==> src/sv/csm_pkg.sv <==
// Shared types, constants and helpers for the CSR sparse matrix-vector block.
// No dependencies; imported by every module of the block and by its checker.
`default_nettype none

package csm_pkg;

  // Vector store geometry
  localparam int VECTOR_DEPTH = 1024;
  localparam int VEC_AW       = $clog2(VECTOR_DEPTH);

  // Field widths fixed by the item format
  localparam int IDX_W = 10;
  localparam int VAL_W = 32;
  localparam int ACC_W = 64;
  localparam int ROW_W = 10;
  localparam int RC_W  = 11;

  // Command queue between front and back
  localparam int QUEUE_DEPTH = 4;
  localparam int Q_AW        = $clog2(QUEUE_DEPTH);

  // Configuration port
  localparam int CFG_AW = 3;
  localparam int CFG_DW = 32;
  localparam logic [CFG_AW-3:0] REG_ROW_COUNT   = '0;
  localparam logic [RC_W-1:0]   ROW_COUNT_RESET = 11'd1;

  // Input modes
  localparam logic [1:0] MODE_XWRITE  = 2'd0;
  localparam logic [1:0] MODE_NONZERO = 2'd1;
  localparam logic [1:0] MODE_EMPTY   = 2'd2;
  localparam logic [1:0] MODE_NONE    = 2'd3;

  // Queue command opcodes
  localparam logic [1:0] OP_XWRITE = 2'd0;
  localparam logic [1:0] OP_MAC    = 2'd1;
  localparam logic [1:0] OP_CLOSE  = 2'd2;

  localparam logic signed [ACC_W-1:0] ACC_MAX = {1'b0, {(ACC_W-1){1'b1}}};
  localparam logic signed [ACC_W-1:0] ACC_MIN = {1'b1, {(ACC_W-1){1'b0}}};

  typedef struct packed {
    logic [1:0]              mode;
    logic [IDX_W-1:0]        index;
    logic signed [VAL_W-1:0] value;
    logic                    row_end;
  } in_item_t;

  typedef struct packed {
    logic [ROW_W-1:0]        row_index;
    logic signed [ACC_W-1:0] y_value;
    logic                    saturated;
    logic                    last_row;
  } out_item_t;

  typedef struct packed {
    logic [1:0]              op;
    logic [VEC_AW-1:0]       addr;
    logic signed [VAL_W-1:0] value;
    logic                    row_end;
    logic                    in_range;
  } cmd_t;

  typedef struct packed {
    logic signed [ACC_W-1:0] sum;
    logic                    ovf;
  } sat_sum_t;

  // Two's complement add clamped to the signed accumulator range
  function automatic sat_sum_t sat_add(input logic signed [ACC_W-1:0] a,
                                       input logic signed [ACC_W-1:0] b);
    sat_sum_t                r;
    logic signed [ACC_W-1:0] s;
    s     = a + b;
    r.ovf = (a[ACC_W-1] == b[ACC_W-1]) && (s[ACC_W-1] != a[ACC_W-1]);
    r.sum = r.ovf ? (a[ACC_W-1] ? ACC_MIN : ACC_MAX) : s;
    return r;
  endfunction

endpackage

`default_nettype wire

==> src/sv/csm_queue.sv <==
// Short command FIFO decoupling the front end from the datapath.
// Depends on csm_pkg.
`default_nettype none

module csm_queue import csm_pkg::*; (
  input  wire logic clk,
  input  wire logic rst_n,
  input  wire logic push,
  input  wire cmd_t push_cmd,
  output logic      full,
  input  wire logic pop,
  output cmd_t      pop_cmd,
  output logic      not_empty
);

  cmd_t             entry_r [QUEUE_DEPTH];
  logic [Q_AW-1:0]  wr_ptr_r, wr_ptr_nxt;
  logic [Q_AW-1:0]  rd_ptr_r, rd_ptr_nxt;
  logic [Q_AW:0]    count_r, count_nxt;

  assign full      = (count_r == (Q_AW+1)'(QUEUE_DEPTH));
  assign not_empty = (count_r != '0);
  assign pop_cmd   = entry_r[rd_ptr_r];

  // Pointer and fill bookkeeping
  always_comb begin
    wr_ptr_nxt = push ? wr_ptr_r + 1'b1 : wr_ptr_r;
    rd_ptr_nxt = pop ? rd_ptr_r + 1'b1 : rd_ptr_r;
    count_nxt  = count_r + (Q_AW+1)'(push) - (Q_AW+1)'(pop);
  end

  always_ff @(posedge clk) begin
    if (!rst_n) begin
      wr_ptr_r <= '0;
      rd_ptr_r <= '0;
      count_r  <= '0;
    end else begin
      wr_ptr_r <= wr_ptr_nxt;
      rd_ptr_r <= rd_ptr_nxt;
      count_r  <= count_nxt;
    end
  end

  // Payload storage
  always_ff @(posedge clk) begin
    if (push) begin
      entry_r[wr_ptr_r] <= push_cmd;
    end
  end

endmodule

`default_nettype wire

==> config.mk <==
export PLATFORM = sky130hd
export DESIGN_NAME = csm_queue
export DESIGN_NICKNAME = d
export VERILOG_FILES = /design/src/sv/csm_pkg.sv /design/src/sv/csm_queue.sv
export SDC_FILE = /design/constraint.sdc
export NUM_CORES = 1
export LEC_CHECK = 0
export ABC_AREA = 1
export BUFFER_PORTS_ARGS = -buffer_cell sky130_fd_sc_hd__buf_2
export CORE_AREA = 2 2 163 165
export DETAILED_ROUTE_END_ITERATION = 12
export DIE_AREA = 0 0 165 167
export SLEW_MARGIN = 20
export SYNTH_ARGS = -nofsm -noshare
export SYNTH_HDL_FRONTEND = slang
export SYNTH_SLANG_ARGS = --single-unit
export TNS_END_PERCENT = 50
==> constraint.sdc <==
create_clock -name clk -period 2.7 [get_ports clk]
set_input_delay 0.27 -clock clk [delete_from_list [all_inputs] [get_ports clk]]
set_output_delay 0.27 -clock clk [all_outputs]
set_load 0.01 [all_outputs]
; Word-level counts from Yosys, hierarchy flattened
; Memory sizes are Yosys's and may differ from the RTL's. A register that Yosys moved wholly into a read port is not among the register bits.
; Index checks and enable logic that the tools add are counted.
[word_totals]
out_inout_bits = 48
register_bits = 7
ramBits = 184
in_bits = 50
word_cells = 14
n_memories = 1
[classes]
mux = 4
addsub = 4
eq_ne = 1
n_reduce_logical = 1
[mem_list]
columns = memory, depth, word_bits, rd, rd_ports_with_merged_regs, wr, line
row1 = entry_r, 4, 46, 1, 1, 1, csm_queue.sv:16  ; cmd_t entry_r [QUEUE_DEPTH];
[ops]
columns = cell, count
row1 = adder 2 x 1 -> 2 bit (second input constant), 2
row2 = 2-to-1 mux 2 bit, 2
row3 = adder 3 x 1 -> 3 bit, 1
row4 = == test 3 bit (second input constant), 1
row5 = nonzero test 3 bit, 1
row6 = subtractor 3 x 1 -> 3 bit, 1
row7 = 2-to-1 mux 1 bit, 2

; Depth between registers and ports, before layout
[depth]
word_depth = 3
mapped_depth = 9
depth_no_buf = 9

; Worst setup path after synthesis
; Ideal clock, no wire load.
[synth_path]
kind = register to register
startpoint = reg wr_ptr_r[0]
endpoint = mem entry_r[2][0] in the netlist's numbering (enable)
setup_slack_ns = 0.810
n_path_buf = 0
required_time_ns = 2.300
path_stages_with_launch = 5
setup_time_ns = 0.400
arrival_time_ns = 1.489
period_less_slack_ns = 1.890
cell_sequence = dfxtp_1 -> inv_1 -> ha_1 -> nand2_1 -> inv_1
[synth_rtl]
columns = item, line
row1 = start: declaration, csm_queue.sv:17  ; logic [Q_AW-1:0] wr_ptr_r, wr_ptr_nxt;
row2 = start signal: assignment, csm_queue.sv:38  ; wr_ptr_r <= wr_ptr_nxt;
row3 = end: declaration, csm_queue.sv:16
; No word-level cell before the write port.

==> results.sh <==
export IMPL_dp_hpwl_um=9544
export IMPL_cts_resized=0
export IMPL_port_buffers=97
export IMPL_hold_buffers=0
export IMPL_tightest_slew_ns=0.5514
export IMPL_drtIter0Drc=310
export IMPL_hold_viol=0
export IMPL_synthSimpleGateAreaFrac_pct=5.256
export IMPL_die_y_um=167
export IMPL_cts_inserted_buffers=17
export IMPL_post_place_ws_ns=0.9508
export IMPL_clock_root_buffer="clkbuf_16"
export IMPL_endpoint_kind="output pin"
export IMPL_via_per_inst=4.250
export IMPL_synth_mux_area_share_pct=0
export IMPL_postCtsSetupBuffers=0
export IMPL_gp_congestion=0.6641
export IMPL_start_util_pct=29.66
export IMPL_drt_pass1_iterations=4
export IMPL_synth_seq_cells=193
export IMPL_die_area_sq_um=27560
export IMPL_n_fill_cell=2503
export IMPL_rows=59
export IMPL_timing_slew_headroom_pct=63.19
export IMPL_grt_pass1_wl_um=23030
export IMPL_io_pins=98
export IMPL_synth_fa_ha_area_share_pct=1.244
export IMPL_setup_viol=0
export IMPL_timing_final_crit_period_ns=2.107
export IMPL_yosys_cell_types_count=18
export IMPL_crit_arrival_ns=1.84
export IMPL_area_growth_pct=18.62
export IMPL_tns_ns=0
export IMPL_drive_gt1_share_pct=20.40
export IMPL_finalWorstSetupSlack_ns=0.5928
export IMPL_seq_area_frac_synth_pct=74.67
export IMPL_total_power_w=0.006468
export IMPL_clk_latency_ns=0.43
export IMPL_post_route_drc_count=0
export IMPL_outcome="finished, final reports clean"
export IMPL_synth_top_family_by_area="compound AO/OA/AOI/OAI gates"
export IMPL_power_per_cell_area_nw_per_um2=713.6
export IMPL_cts_clk_slew_worst_paths_ns=0.07
export IMPL_wl_um=14960
export IMPL_hp_class="input port to flop"
export IMPL_cap_violations=0
export IMPL_hold_slack_ns=0.05201
export IMPL_cts_sinks=193
export IMPL_post_route_util_pct=35.18
export IMPL_min_period_over_period_pct=78.04
export IMPL_postRouteAntennaNets=0
export IMPL_setup_worst_path_class="flop to output pin"
export IMPL_num_nets_final=746
export IMPL_synth_cell_area_sq_um=7641
export IMPL_h_tree_depth=4
export IMPL_cp_required_ns=2.43
export IMPL_antenna_found_initial=2
export IMPL_cp_start_kind="flop"
export IMPL_die_w_um=165
export IMPL_grt_use_total_pct=11.07
export IMPL_synth_fp_nets=649
export IMPL_p_leak_nw=3.514
export IMPL_first_global_vias=4237
export IMPL_synth_xor_area_share_pct=0
export IMPL_coreArea_sq_um=25760
export IMPL_synth_compound_area_share_pct=11.20
export IMPL_grt_overflow_total=0
export IMPL_grt_max_degree=117
export IMPL_path_max_fanout=45
export IMPL_wl_per_cell_um=14.43
export IMPL_cts_buffer_depth=2
export IMPL_synthCells=592
export IMPL_yosys_warnings=0
export IMPL_max_clock_freq_mhz=474.6
export IMPL_fin_skew_ns=0.009677
export IMPL_slew_viol_final=0
export IMPL_peakVddDrop_mv=0.4115
export IMPL_cts_tree="built"
export IMPL_syn_area_per_cell_sq_um=12.91
export IMPL_num_vias=4407
export IMPL_rsz0062_at_grt="false"
-- where the power goes --
part           switching [W]  total (W)  leakage, nW  internal, W
combinational       0.000410   0.000631         1.48     0.000222
clock                0.00116    0.00237        0.266      0.00121
sequential         0.0000477    0.00347         1.77      0.00342
-- cells in the final DEF, fill, tap and decap left out, drive strengths merged --
master    Yosys  final
edfxtp      184    184
inv         108    115
buf          29    108
nand2       102    102
a21oi        52     52
o21ai        50     50
o211ai       46     46
clkbuf        1     17
dfxtp         9      9
ha            6      6
clkinv        0      5
nand3         2      2
clkinvlp      0      2
diode         0      1
nor3          1      1
nor2          1      1
fa            1      1
-- worst paths after layout --
path | from | endpoint | slack (ns) | cells after the start
max | flop | pop_cmd[11] | 0.59 | 5
min | push_cmd[36] | entry_r[2][36]$_DFFE_PP_ | 0.05 | 1
min reg2reg | rd_ptr_r[1]$_SDFFE_PN0P_ | flop | 0.46 | 2
max reg2reg | wr_ptr_r[1]$_SDFFE_PN0P_ | entry_r[1][6]$_DFFE_PP_ | 0.99 | 5
-- sequential cells by signal (all words and copies together), names as in the netlist, named ones only --
name      count
entry_r     184
count_r       3
rd_ptr_r      2
wr_ptr_r      2
-- layout make-up --
| cell class | count | area (sq um) | area share, % |
|---|---|---|---|
| antenna | 1 | 2.502 | 0.02761 |
| clock buffer | 17 | 425.4 | 4.694 |
| clock inverter | 14 | 127.6 | 1.408 |
| inverter | 108 | 405.4 | 4.473 |
| multi-input combinational | 261 | 1353 | 14.92 |
| sequential | 193 | 5713 | 63.03 |
| tap | 335 | 419.2 | 4.625 |
| timing repair buffer | 108 | 618.1 | 6.819 |
-- layer usage --
layer	wire length (um)	global-route usage [%]	part of all wire (%)	up-vias
li1	-	-	-	2242
met1	6646	13.79	44	2071
met2	7430	18.51	50	71
met3	663	3.039	4.4	21
met4	215	3.629	1.4	2
met5	7	0	0.047	-
-- Yosys cell counts --
cell type	number	area share, %
a21oi_1	52	3.4
buf_1	2	0.098
buf_2	19	1.2
buf_4	5	0.49
buf_6	3	0.44
clkbuf_1	1	0.049
dfxtp_1	9	2.4
edfxtp_1	184	72
fa_1	1	0.26
ha_1	6	0.98
inv_1	108	5.3
nand2_1	102	5.0
nand3_1	2	0.13
nor2_1	1	0.049
nor3_1	1	0.065
o211ai_1	46	4.5
o21ai_0	34	2.2
o21ai_1	16	1.0
-- logic make-up after synthesis --
kind of cell / count (synthesis)
AOI/OAI and AO/OA: 148
adders and majority gates: 7
buffers and inverters: 138
DFF: 193
and+or+nand+nor: 106
-- worst max-delay path, stage by stage, from the launching register on --
cell     delay [ns]
dfxtp_4        0.68
buf_4          0.33
a21oi_1        0.06
o21ai_1        0.08
nand2_1        0.07
buf_2          0.14
-- stage by stage --
| step | cells | instance area, sq um |
|---|---|---|
| final | 1037 | 9064 |
| after global routing | 1036 | 9061 |
| after CTS | 1036 | 9061 |
| after detailed placement | 1005 | 8508 |
| after global placement | 1005 | 8508 |
| after floorplan | 592 | 7641 |
Power figures use the tool's default switching activity.
